<file path="src/hw/rtl/vhct_ram.sv">
// ----------------------------------------------------------------------------
// Voxel hit-count table RAM
// Generic single-write, single-read memory with registered read data.
// ----------------------------------------------------------------------------
module vhct_ram #(
  parameter int Width = 8,
  parameter int Depth = 16
) (
  input  logic                     clk_i,
  input  logic                     we_i,
  input  logic [$clog2(Depth)-1:0] waddr_i,
  input  logic [Width-1:0]         wdata_i,
  input  logic [$clog2(Depth)-1:0] raddr_i,
  output logic [Width-1:0]         rdata_o
);

  logic [Width-1:0] mem [Depth];
  logic [Width-1:0] rdata_q;

  always_ff @(posedge clk_i) begin
    if (we_i) begin
      mem[waddr_i] <= wdata_i;
    end
    rdata_q <= mem[raddr_i];
  end

  assign rdata_o = rdata_q;

endmodule

</file>
<file path="config.mk">
export PLATFORM = sky130hd
export DESIGN_NAME = vhct_ram
export DESIGN_NICKNAME = d
export VERILOG_FILES = /design/src/hw/rtl/vhct_ram.sv
export SDC_FILE = /design/constraint.sdc
export NUM_CORES = 1
export LEC_CHECK = 0
export ABC_AREA = 1
export BUFFER_PORTS_ARGS = -buffer_cell sky130_fd_sc_hd__buf_2
export CORE_MARGIN = 4
export CORE_UTILIZATION = 40
export CTS_CLUSTER_DIAMETER = 50
export DETAILED_ROUTE_END_ITERATION = 10
export PLACE_DENSITY = 0.63
export SYNTH_ARGS = -nofsm -noshare
export SYNTH_HDL_FRONTEND = slang
export SYNTH_SLANG_ARGS = --single-unit
</file>
<file path="constraint.sdc">
create_clock -name clk_i -period 2.2 [get_ports clk_i]
set_input_delay 0.33 -clock clk_i [delete_from_list [all_inputs] [get_ports clk_i]]
set_output_delay 0.33 -clock clk_i [all_outputs]
set_load 0.1 [all_outputs]
</file>
==> results.sh <==
export IMPL_cp_slowest_cell="buf_2"
export IMPL_required_ns=1.87
export IMPL_yosysUniqueCellTypes=12
export IMPL_crit_path_start_kind="register"
export IMPL_ir_drop_uv=857
export IMPL_core_area_um2=14000
export IMPL_worstSetupPathType="reg -> out"
export IMPL_port_buffers=25
export IMPL_worst_path_buf_inv=1
export IMPL_max_slew_margin_rel_pct=54.1
export IMPL_initial_utilization_pct=41.2
export IMPL_gp_congestion=0.892
export IMPL_final_cells=771
export IMPL_drtPass1Iterations=5
export IMPL_cts_htree_levels=4
export IMPL_outcome="completed"
export IMPL_ios=26
export IMPL_vias=3750
export IMPL_die_h_um=128
export IMPL_drc=0
export IMPL_vias_per_cell=4.86
export IMPL_die_w_um=128
export IMPL_cts_resized=0
export IMPL_netlist_area_um2=5770
export IMPL_syn_area_per_cell_um2=10.5
export IMPL_leakagePower_nw=2.90
export IMPL_period_needed_ns=1.50
export IMPL_numCtsBuffers=17
export IMPL_power_total_w=0.00674
export IMPL_clk_path_buf_depth=2
export IMPL_nets=596
export IMPL_yosysSeqAreaShare_pct=69.4
export IMPL_cp_data_arrival_time_ns=1.17
export IMPL_cts_num_sinks=136
export IMPL_totalNegativeSetupSlack_ns=0
export IMPL_cts_tree="done"
export IMPL_cp_cell_sequence="buf_2"
export IMPL_wire_per_inst_um=16.2
export IMPL_hold_viol_final=0
export IMPL_area_growth_syn_to_layout_pct=16.8
export IMPL_post_cts_setup_buffers=0
export IMPL_syn_num_nets=569
export IMPL_antenna_found_initial=0
export IMPL_die_area_um2=16400
export IMPL_yosys_register_bits=136
export IMPL_crit_family="buffers and inverters"
export IMPL_drive_gt1_share_pct=10.7
export IMPL_yosysWarnings=0
export IMPL_dp_hpwl_mm=7.78
export IMPL_slowest_delay_ns=0.43
export IMPL_antenna_diode_count=0
export IMPL_drv_cap=0
export IMPL_slew_violations=0
export IMPL_end_kind="primary output"
export IMPL_hold_path_class="in -> reg"
export IMPL_post_route_period_util_pct=68.0
export IMPL_hold_buffers=0
export IMPL_rows=43
export IMPL_ant_nets=0
export IMPL_dp_cells=739
export IMPL_first_global_vias=3615
export IMPL_cts_root_buf="clkbuf_16"
export IMPL_grt_max_degree=65
export IMPL_drt_total_wl_mm=12.5
export IMPL_grt_setup_unrepaired="no"
export IMPL_grt_pass1_wl_mm=19.6
export IMPL_overflow=0
export IMPL_setup_violations=0
export IMPL_skew_ns=0.00525
export IMPL_crit_fanout=1
export IMPL_powerDensity_nw_per_um2=1000
export IMPL_timing_worst_slew_pin_value_ns=0.685
export IMPL_grt_total_usage_pct=16.2
export IMPL_fmax_mhz=668
export IMPL_drtIter0Drc=251
export IMPL_syn_inst=551
export IMPL_insertion_delay_ns=0.41
export IMPL_clk_pin_slew_worst_paths_ns=0.06
==> cell usage after synthesis, drive strengths merged <==
cell	count	area share [%]
nand2	173	11
edfxtp	128	67
inv	102	6.6
nand3	97	8.4
buf	24	2.9
nor2	17	1.1
dfxtp	8	2.8
nand3b	2	0.26
==> placed cells by master (no fill, tap or decap) <==
master and instances:
clkinvlp_4 2, nor2_1 17, clkinv_2 1, clkinv_4 1, clkbuf_1 1, nand3_1 97, clkbuf_16 17, inv_2 2
bufinv_16 8, clkinv_1 2, buf_2 25, buf_12 2, nand3b_1 2, inv_1 100, edfxtp_1 128, dfxtp_1 8
nand2_1 173, buf_4 5
==> flip-flops by register name (all words and copies together) (netlist names) <==
register and count:
mem 128, rdata_o 8
==> stage by stage <==
stage | util (%) | area [um^2] | setup WS [ns] | hold WS (ns)
after floorplan | - | 5770 | 0.919 | 0.429
after global placement | 43.1 | 6030 | 0.591 | 0.662
after detailed placement | 43.1 | 6030 | 0.543 | 0.673
after CTS | 48.1 | 6730 | 0.676 | 0.268
after global routing | 48.1 | 6730 | 0.671 | 0.297
final | 48.1 | 6730 | 0.703 | 0.284
==> worst paths after layout <==
kind / startpoint / cells past startpoint / end / slack (ns)
setup / recovery: rdata_o[0] / 1 / rdata_o[0] / 0.70
hold / removal: raddr_i[3] / 3 / rdata_o[7] / 0.28
setup reg to reg: mem[4][1] / 6 / rdata_o[1] / 1.09
hold reg to reg: mem[8][7] / 6 / rdata_o[7] / 0.69
==> worst register-to-register path: stages, from the launching register on <==
cell	delay (ns)
edfxtp_1	0.37
inv_1	0.07
nand2_1	0.05
nand3_1	0.10
nand3_1	0.17
nand3_1	0.15
nand2_1	0.08
==> final cells by class <==
type | count | area (um^2)
clock inverter | 14 | 277
tap | 180 | 225
timing repair buffer | 32 | 203
clock buffer | 18 | 429
inverter | 102 | 383
multi-input combinational | 289 | 1210
sequential | 136 | 4000
fill | 1233 | 7250
==> metal layers <==
metal  up-vias  part of all wire, %  GRT usage [%]
li1       1827                    -              -
met1      1789                   42           19.9
met2       105                   50           27.0
met3        29                  4.8           3.71
met4         0                  3.3           8.11
met5         -                    0              0
==> logic make-up after synthesis <==
kind of cell           Yosys count  share of synthesized area (%)
DFF                            136                           69.4
and+or+nand+nor                289                           21.0
buffers and inverters          126                           9.52
==> power by group <==
| part | internal [W] | leakage, nW | switching, W |
|---|---|---|---|
| registers | 0.00290 | 1.22 | 0.0000157 |
| logic | 0.0000987 | 1.34 | 0.000366 |
| clock network | 0.00234 | 0.335 | 0.00101 |
| total | 0.00534 | 2.90 | 0.00140 |
(Power assumes the default switching activity.)
