==> src/hw/rtl/vhct_pkg.sv <==
// ----------------------------------------------------------------------------
// Voxel hit-count table package
// Types, command codes and constants shared by the table modules.
// ----------------------------------------------------------------------------
package vhct_pkg;

  localparam int COORD_BITS        = 24;
  localparam int TABLE_ENTRIES_DEF = 4096;
  localparam int SET_WAYS_DEF      = 4;
  localparam int CFG_IDX_W         = 2;
  localparam int CFG_DATA_W        = 32;
  localparam int NEAR_SQ_MM        = 9000000;

  localparam logic [2:0][26:0] PRIMES = {27'd83492791, 27'd19349663, 27'd73856093};

  localparam logic [7:0]  CLEAR_DECAY = 8'd3;
  localparam logic [12:0] REMOVED_MAX = 13'd8191;

  localparam logic [2:0] CMD_UPDATE = 3'd0;
  localparam logic [2:0] CMD_QUERY  = 3'd1;
  localparam logic [2:0] CMD_CLEAR  = 3'd2;
  localparam logic [2:0] CMD_SWEEP  = 3'd3;
  localparam logic [2:0] CMD_CHECK  = 3'd4;

  localparam logic [CFG_IDX_W-1:0] CFG_FILTER_ENABLE = 2'd0;
  localparam logic [CFG_IDX_W-1:0] CFG_VOXEL_SIZE    = 2'd1;
  localparam logic [CFG_IDX_W-1:0] CFG_HIT_THRESHOLD = 2'd2;
  localparam logic [CFG_IDX_W-1:0] CFG_STALE_TIME    = 2'd3;

  localparam logic        RST_FILTER_ENABLE = 1'b0;
  localparam logic [15:0] RST_VOXEL_SIZE    = 16'd100;
  localparam logic [7:0]  RST_HIT_THRESHOLD = 8'd5;
  localparam logic [31:0] RST_STALE_TIME    = 32'd5000;

  typedef struct packed {
    logic [2:0]                   command;
    logic signed [COORD_BITS-1:0] point_x;
    logic signed [COORD_BITS-1:0] point_y;
    logic signed [COORD_BITS-1:0] point_z;
    logic [31:0]                  time_now_ms;
    logic                         in_protected_box;
  } vhct_in_t;

  typedef struct packed {
    logic        voxel_found;
    logic        is_static;
    logic        keep_point;
    logic [7:0]  count_after;
    logic        table_full;
    logic [12:0] removed_count;
  } vhct_out_t;

  typedef struct packed {
    logic        valid;
    logic [63:0] key;
    logic [7:0]  hits;
    logic [31:0] seen_ms;
  } vhct_entry_t;

  typedef struct packed {
    logic clr_wr;
    logic load;
    logic div_step;
    logic mul;
    logic hash;
    logic mod_step;
    logic way_rd;
    logic way_chk;
    logic sw_rd;
    logic sw_chk;
    logic exec;
    logic ld_out;
  } vhct_cmd_t;

  typedef struct packed {
    logic is_sweep;
    logic div_last;
    logic mod_last;
    logic way_last;
    logic addr_last;
  } vhct_status_t;

endpackage

==> src/hw/rtl/vhct_ctrl.sv <==
// ----------------------------------------------------------------------------
// Voxel hit-count table controller
// Sequences clear pass, division, hashing, set lookup, sweep and result.
// ----------------------------------------------------------------------------
module vhct_ctrl (
  input  logic                  clk_i,
  input  logic                  rst_ni,
  input  logic                  in_valid_i,
  output logic                  in_stall_o,
  output logic                  out_valid_o,
  input  logic                  out_stall_i,
  input  vhct_pkg::vhct_status_t status_i,
  output vhct_pkg::vhct_cmd_t    cmd_o
);

  localparam logic [3:0] S_CLR   = 4'd0;
  localparam logic [3:0] S_IDLE  = 4'd1;
  localparam logic [3:0] S_DIV   = 4'd2;
  localparam logic [3:0] S_MUL   = 4'd3;
  localparam logic [3:0] S_HASH  = 4'd4;
  localparam logic [3:0] S_MOD   = 4'd5;
  localparam logic [3:0] S_RD    = 4'd6;
  localparam logic [3:0] S_CHK   = 4'd7;
  localparam logic [3:0] S_SWRD  = 4'd8;
  localparam logic [3:0] S_SWCHK = 4'd9;
  localparam logic [3:0] S_EXEC  = 4'd10;
  localparam logic [3:0] S_FIN   = 4'd11;

  logic [3:0] state_q, state_d;
  logic       out_valid_q, out_valid_d;
  logic       slot_free;

  assign slot_free = !out_valid_q || !out_stall_i;

  always_comb begin
    state_d = state_q;
    cmd_o   = '0;
    unique case (state_q)
      S_CLR: begin
        cmd_o.clr_wr = 1'b1;
        if (status_i.addr_last) state_d = S_IDLE;
      end
      S_IDLE: begin
        if (in_valid_i) begin
          cmd_o.load = 1'b1;
          state_d    = S_DIV;
        end
      end
      S_DIV: begin
        if (status_i.is_sweep) begin
          state_d = S_SWRD;
        end else begin
          cmd_o.div_step = 1'b1;
          if (status_i.div_last) state_d = S_MUL;
        end
      end
      S_MUL: begin
        cmd_o.mul = 1'b1;
        state_d   = S_HASH;
      end
      S_HASH: begin
        cmd_o.hash = 1'b1;
        state_d    = S_MOD;
      end
      S_MOD: begin
        cmd_o.mod_step = 1'b1;
        if (status_i.mod_last) state_d = S_RD;
      end
      S_RD: begin
        cmd_o.way_rd = 1'b1;
        state_d      = S_CHK;
      end
      S_CHK: begin
        cmd_o.way_chk = 1'b1;
        state_d       = status_i.way_last ? S_EXEC : S_RD;
      end
      S_SWRD: begin
        cmd_o.sw_rd = 1'b1;
        state_d     = S_SWCHK;
      end
      S_SWCHK: begin
        cmd_o.sw_chk = 1'b1;
        state_d      = status_i.addr_last ? S_EXEC : S_SWRD;
      end
      S_EXEC: begin
        cmd_o.exec = 1'b1;
        state_d    = S_FIN;
      end
      S_FIN: begin
        if (slot_free) begin
          cmd_o.ld_out = 1'b1;
          state_d      = S_IDLE;
        end
      end
      default: state_d = S_IDLE;
    endcase
  end

  always_comb begin
    out_valid_d = out_valid_q;
    if (cmd_o.ld_out) begin
      out_valid_d = 1'b1;
    end else if (!out_stall_i) begin
      out_valid_d = 1'b0;
    end
  end

  always_ff @(posedge clk_i or negedge rst_ni) begin
    if (!rst_ni) begin
      state_q     <= S_CLR;
      out_valid_q <= 1'b0;
    end else begin
      state_q     <= state_d;
      out_valid_q <= out_valid_d;
    end
  end

  assign in_stall_o  = (state_q != S_IDLE);
  assign out_valid_o = out_valid_q;

endmodule

==> config.mk <==
export PLATFORM = sky130hd
export DESIGN_NAME = vhct_ctrl
export DESIGN_NICKNAME = d
export VERILOG_FILES = /design/src/hw/rtl/vhct_pkg.sv /design/src/hw/rtl/vhct_ctrl.sv
export SDC_FILE = /design/constraint.sdc
export NUM_CORES = 1
export LEC_CHECK = 0
export BUFFER_PORTS_ARGS = -buffer_cell sky130_fd_sc_hd__buf_2
export CAP_MARGIN = 20
export CORE_AREA = 2 2 39 41
export CTS_BUF_LIST = sky130_fd_sc_hd__clkbuf_4
export CTS_CLUSTER_SIZE = 8
export DETAILED_ROUTE_END_ITERATION = 10
export DIE_AREA = 0 0 41 43
export PLACE_DENSITY = 0.7
export REMOVE_ABC_BUFFERS = 1
export SLEW_MARGIN = 20
export SYNTH_ARGS = -nofsm -noshare
export SYNTH_HDL_FRONTEND = slang
export SYNTH_SLANG_ARGS = --single-unit
==> constraint.sdc <==
create_clock -name clk_i -period 1.33 [get_ports clk_i]
set_input_delay 0.1995 -clock clk_i [delete_from_list [all_inputs] [get_ports clk_i]]
set_output_delay 0.1995 -clock clk_i [all_outputs]
set_load 0.005 [all_outputs]
==> impl_metrics.toml, run 1 <==
[synthesis]
yosysWarningCount = 0
yosys_most_used_dff = "dfrtp_1"
netlist_instances = 62
seq_area_frac_synth = 0.269
ys_seq_elements = 5
netlist_area_um2 = 465
synth_cell_types = 26
avgSynthCellArea_um2 = 7.51
synth_edf_count = 0
ys_async_sr_fraction = 1.00

[cells_and_area]
areaGrowthSynthToFinish_pct = 93.0
fin_nets = 117
antenna_cells = 0
layout-drive-gt1-share = 0.654
fin_cells = 123
design_area_um2 = 898

[timing]
min_period_over_period = 1.20
fin_crit_ps = 1600
finalWorstSetupSlack_ps = -270
rsz0062_at_grt = "yes"
hold_viol = 0
timing.slew.headroom = 0.743
setup_violations = 15
slew_violations = 0
worst_pin_slew_ps = 384
fin_skew_ps = 3.70
fmax_mhz = 625

[power]
power_density_mw_per_mm2 = 2420
leakage_nw = 0.461
ir_drop_mv = 1.49

[cts]
cts_buffers = 3
tritoncts = "yes"
max-clock-path-buffers = 2
h-tree-depth = 1
root_buffer = "clkbuf_4"
cts_sinks = 5
clk_latency_ps = 240
cts.reportedPaths.clkPinSlew_ps = 40

[floorplan]
die_area_mm2 = 0.00176
fp.dieH_um = 43
die_w_um = 41
core_mm2 = 0.00138
start_util = 0.336
row_count = 14
ios = 23

[min_path]
hold_path.class = "in -> reg"
min_from = "out_stall_i"
worstHoldEndpoint = "out_valid_o$_DFFE_PN0P_"
holdPathStages = 3

[critical_path]
crit_arrival_ps = 1720
r2r_slack_ps = -270
start_kind = "register"
path_cells = "or4_4 -> o22ai_2 -> nor4_1 -> o22a_1"
crit_fanout = 5
cp-end-kind = "register"
reg2reg_depth = 4
max_stage_delay_ps = 570
cp.required_ps = 1450
critPathSlowestCell = "or4_4"
timing.rr.end = "state_q[0]$_DFFE_PN0P_"
crit_type = "reg -> reg"
r2r-start = "state_q[2]$_DFFE_PN0P_"

[status]
violations = "setup timing"
status = "complete, but fails checks"

[route]
drtIter0Drc = 8
via_count = 628
via_per_inst = 5.11
drt_pass1_iterations = 4
drc = 0
wl_per_cell_um = 12.4
drt-total-wl_um = 1520
drtAntennaViolNets = 0

[grt]
grt_max_degree = 9
first_global_vias = 577
track_usage = 0.205
grt.overflow.total = 0
antenna_found_initial = 0
grt_pass1_wl_um = 2410

[place]
detailed_place.area_um2 = 669
hpwl_um = 1030
gp_congestion = 0.820
io_buffers = 22
placedCellCount = 109

[flow_run]
cap_violations = 0
-- cells in the mapped netlist, types with 2 or more instances --
cell type | n | area share
a21oi_1 | 5 | 0.054
and3_1 | 2 | 0.027
buf_2 | 3 | 0.032
dfrtp_1 | 5 | 0.27
inv_1 | 2 | 0.016
nand2_1 | 7 | 0.056
nand2b_1 | 4 | 0.054
nor2_1 | 9 | 0.073
nor2b_1 | 3 | 0.040
nor3_1 | 3 | 0.032
nor4_1 | 2 | 0.027
o21ai_0 | 2 | 0.022
o22a_1 | 2 | 0.038
-- routing by layer --
metal	wire [µm]	track usage	part of all wire
met4	31	0.107	0.020
met2	854	0.297	0.56
met1	554	0.232	0.36
met5	0	0	0
met3	80	0.110	0.053
-- flip-flops by register name (all words and copies together), names as in the netlist --
signal,cells
out_valid_o,1
state_q,4
-- cell type report --
class                           instances  area, µm²
Sequential cell                         5        129
Fill cell                             118        485
Multi-Input combinational cell         50        379
Tap cell                               16       20.0
Clock buffer                            4       30.0
Inverter                                2       7.51
Timing Repair Buffer                   46        333
-- timing repair --
item | CTS | global route
pin swaps | 3 | 3
hold buffers | 1 | 0
buffers inserted | 4 | 5
resized for setup | 15 | 16
endpoints found under the setup margin | 15 | 15
endpoints found under the hold margin | 5 | 0
-- through the flow --
step                 util  hold slack, ps  setup TNS, ps  setup WS (ps)  power [W]
floorplan               -           -96.1           -442           -221   0.000882
global placement    0.484            17.4           -373           -166    0.00139
detailed placement  0.484            18.7           -470           -222    0.00142
CTS                 0.575             223          -2060           -250    0.00187
global route        0.649             262          -3310           -322    0.00236
finish              0.649             258          -2310           -270    0.00217
-- worst max-delay path: cells and delay by family (launching register included) --
kind,cells,cell delay [ps]
AND/OR/NAND/NOR,2,660
flip-flops,1,430
AO/OA/AOI/OAI,2,400
-- cell usage in the layout (no fill, tap or decap), types with 3 or more instances in the layout --
master and n:
nor2_1 6, nand2b_4 3, nand2_1 6, a21oi_1 4
dfrtp_2 3, buf_2 21, buf_6 8, clkbuf_4 4
buf_4 15
-- worst max path at each step --
stage / startpoint / to / slack [ps] / depth (start not counted)
2_1_floorplan: state_q[0]$_DFFE_PN0P_ / state_q[0]$_DFFE_PN0P_ / -220 / 4
3_3_place_gp: state_q[1]$_DFFE_PN0P_ / state_q[1]$_DFFE_PN0P_ / -170 / 4
3_5_place_dp: state_q[1]$_DFFE_PN0P_ / state_q[1]$_DFFE_PN0P_ / -220 / 4
4_1_cts: state_q[1]$_DFFE_PN0P_ / cmd_o[11] / -250 / 3
5_1_grt: state_q[2]$_DFFE_PN0P_ / state_q[0]$_DFFE_PN0P_ / -320 / 4
6_report: state_q[2]$_DFFE_PN0P_ / state_q[0]$_DFFE_PN0P_ / -270 / 4
-- kinds of logic (layout without fill, tap and decap cells) --
group,after synthesis,in the layout,share of synthesized area
buf+inv,7,52,0.0833
flops,5,5,0.269
simple gates,36,36,0.422
compound gates,14,14,0.226
-- report_power, final --
part | total (W) | switching (W) | internal, W
Combinational | 0.00166 | 0.000716 | 0.000946
Clock | 0.000195 | 0.0000617 | 0.000134
Sequential | 0.000317 | 0.0000868 | 0.000230
Total | 0.00217 | 0.000864 | 0.00131
Note: power is estimated with default switching activity, not from simulation.
==> inputs of run 2 (changes only) <==
--- a/config.mk
+++ b/config.mk
@@ -5,6 +5,7 @@
 export SDC_FILE = /design/constraint.sdc
 export NUM_CORES = 1
 export LEC_CHECK = 0
+export ABC_AREA = 1
 export BUFFER_PORTS_ARGS = -buffer_cell sky130_fd_sc_hd__buf_2
 export CAP_MARGIN = 20
 export CORE_AREA = 2 2 39 41
@@ -12,7 +13,7 @@
 export CTS_CLUSTER_SIZE = 8
 export DETAILED_ROUTE_END_ITERATION = 10
 export DIE_AREA = 0 0 41 43
-export PLACE_DENSITY = 0.7
+export PLACE_DENSITY = 0.69
 export REMOVE_ABC_BUFFERS = 1
 export SLEW_MARGIN = 20
 export SYNTH_ARGS = -nofsm -noshare
==> run 2 against run 1 <==
Against the previous run:
- the flow still finishes with violations (setup timing)
- sequential share of layout area increased by 3.1 points
- global-route usage shrank 4.5 points
- maximum frequency up 14%
- worst setup slack gained 200 ps
- synthesized area shrank 1.9%
- count of clock-buffer cells in the layout unchanged
- critical path type is now reg -> out
- largest cell class unchanged
==> impl_metrics.toml, run 2 <==
[status]
status = "complete, but fails checks"
violations = "setup timing"

[cells_and_area]
areaGrowthSynthToFinish_pct = 63.0
largest_reg_flops = 4
nFillCells = 136
antenna_cells = 0
layout_commonest_cell = "buf_2"
fin_cells = 128
design_area_um2 = 744
layout-drive-gt1-share = 0.571
final_cell_mix = "22 x buf_2, 16 x nand2_1, 9 x nor2_1"
fin_nets = 122
top_register = "state_q"

[critical_path]
start_kind = "register"
cp-end-kind = "output pin"
cp.required_ps = 1130
crit_arrival_ps = 1200
crit_fanout = 6
crit_type = "reg -> out"
reg2reg_depth = 8

[route]
drc = 0
drt-total-wl_um = 1400
via_count = 603
drt_pass1_iterations = 4
drtAntennaViolNets = 0
drtIter0Drc = 13
via_per_inst = 4.71
wl_per_cell_um = 11.0

[floorplan]
fp.dieH_um = 43
die_area_mm2 = 0.00176
start_util = 0.330
core_mm2 = 0.00138
die_w_um = 41
row_count = 14
ios = 23

[timing]
fin_crit_ps = 1400
whs_ps = 196
worst_pin_slew_ps = 201
hold_viol = 0
rsz0062_at_grt = "yes"
min_period_over_period = 1.05
setup_violations = 9
fin_skew_ps = 3.75
finalSetupTns_ps = -366
fmax_mhz = 715
timing.slew.headroom = 0.865
finalWorstSetupSlack_ps = -68.6
slew_violations = 0

[flow_run]
cap_violations = 0

[cts]
cts_buffers = 3
max-clock-path-buffers = 2
tritoncts = "yes"
h-tree-depth = 1
root_buffer = "clkbuf_4"
cts.reportedPaths.clkPinSlew_ps = 40
cts_sinks = 5
clk_latency_ps = 230

[grt]
grt.overflow.total = 0
antenna_found_initial = 0
first_global_vias = 489
track_usage = 0.160
grt_pass1_wl_um = 1930
grt_max_degree = 7

[power]
p_sw_w = 0.000838
p_int_w = 0.000878
seqPwrFrac = 0.207
sw_frac_of_total = 0.488
power_density_mw_per_mm2 = 2300
pwr-share-clk = 0.109
comb_power_share = 0.684
ir_drop_mv = 1.02
leakage_nw = 0.446

[synthesis]
yosysWarningCount = 0
synth_cell_types = 15
seq_area_frac_synth = 0.274
ys_async_sr_fraction = 1.00
ys_seq_elements = 5
netlist_instances = 78
netlist_area_um2 = 457
synth.most_common_cell = "nand2_1"
netlist_top_cells_count = "22 x nand2_1, 14 x nor2_1, 12 x inv_1"
synth_edf_count = 0
synth_top_area_frac = 0.274
yosys.area.top_type = "dfrtp_1"
synth.area.top_cells = "dfrtp_1 27%, nand2_1 18%, nor2_1 12%, inv_1 9.9%, nand3_1 7.7%"
yosys_most_used_dff = "dfrtp_1"
avgSynthCellArea_um2 = 5.85

[place]
detailed_place.area_um2 = 579
gp_congestion = 0.793
hpwl_um = 887
placedCellCount = 115
io_buffers = 22

[min_path]
hold_path.class = "in -> reg"
holdPathStages = 3
run 2: cell types whose count changed after synthesis, moves of 4 or more:
| cell | previous run | this run |
|---|---|---|
| a21oi_1 | 5 | 0 |
| nand2b_1 | 4 | 0 |
| nand3_1 | 0 | 7 |
| nor2_1 | 9 | 14 |
| nor2_2 | 0 | 4 |
| nand2_1 | 7 | 22 |
| inv_1 | 2 | 12 |
run 2: what timing repair did:
item / 4_1_cts / 5_1_grt
hold endpoints to repair: 5 / 0
cloned: 0 / 0
setup endpoints to repair: 13 / 14
hold buffers: 1 / 0
setup buffers: 5 / 4
pin swaps: 1 / 10
resized for setup: 15 / 13
run 2: per-layer routing:
metal,up-vias,wire length [µm],global-route usage
met1,270,523,0.180
met5,-,0,0
met2,25,774,0.278
met3,0,104,0.0314
met4,0,0,0.0600
li1,308,-,-
run 2: power groups by stage:
stage | registers, W | logic [W] | clock network (W)
floorplan | 0.000287 | 0.000577 | 0
global placement | 0.000296 | 0.000801 | 0
detailed placement | 0.000297 | 0.000802 | 0
CTS | 0.000346 | 0.000982 | 0.000197
global route | 0.000366 | 0.00131 | 0.000213
finish | 0.000355 | 0.00117 | 0.000188
run 2: cells by family (layout without fill, tap and decap cells):
family,count (synthesis),count (layout),share of synthesized area
and+or+nand+nor,54,54,0.548
AOI/OAI and AO/OA,3,3,0.0384
DFF,5,5,0.274
buffers and inverters,16,50,0.140
run 2: worst max-delay path, cell delays in order (launching register included):
cell,delay (ps)
dfrtp_2,440
nor2_4,160
inv_4,70
nor3_1,140
buf_2,150
run 2: through the flow:
stage | utilization | power (W) | setup slack (ps)
after CTS | 0.500 | 0.00153 | -96.8
after detailed placement | 0.419 | 0.00110 | 105
after global routing | 0.538 | 0.00189 | -156
after floorplan | - | 0.000863 | 239
after global placement | 0.419 | 0.00110 | 111
final | 0.538 | 0.00172 | -68.6
run 2: worst paths after layout:
| check | from | endpoint | slack (ps) |
|---|---|---|---|
| worst max-delay path | state_q[3]$_DFFE_PN0P_ | cmd_o[5] | -70 |
| worst min-delay path | out_stall_i | out_valid_o$_DFFE_PN0P_ | 200 |
| worst max register to register | state_q[2]$_DFFE_PN0P_ | state_q[0]$_DFFE_PN0P_ | 0 |
| worst min register to register | out_valid_o$_DFFE_PN0P_ | out_valid_o$_DFFE_PN0P_ | 490 |
| max in group asynchronous | rst_ni | state_q[2]$_DFFE_PN0P_ | 880 |
| min in group asynchronous | rst_ni | state_q[1]$_DFFE_PN0P_ | 300 |
run 2: cell type report:
cell class              count  area (µm²)  area share
well taps                  16        20.0      0.0269
clock buffers               4        30.0      0.0403
inverters                  15        63.8      0.0857
flip-flops and latches      5         130       0.175
repair buffers             31         180       0.242
multi-input cells          57         320       0.430
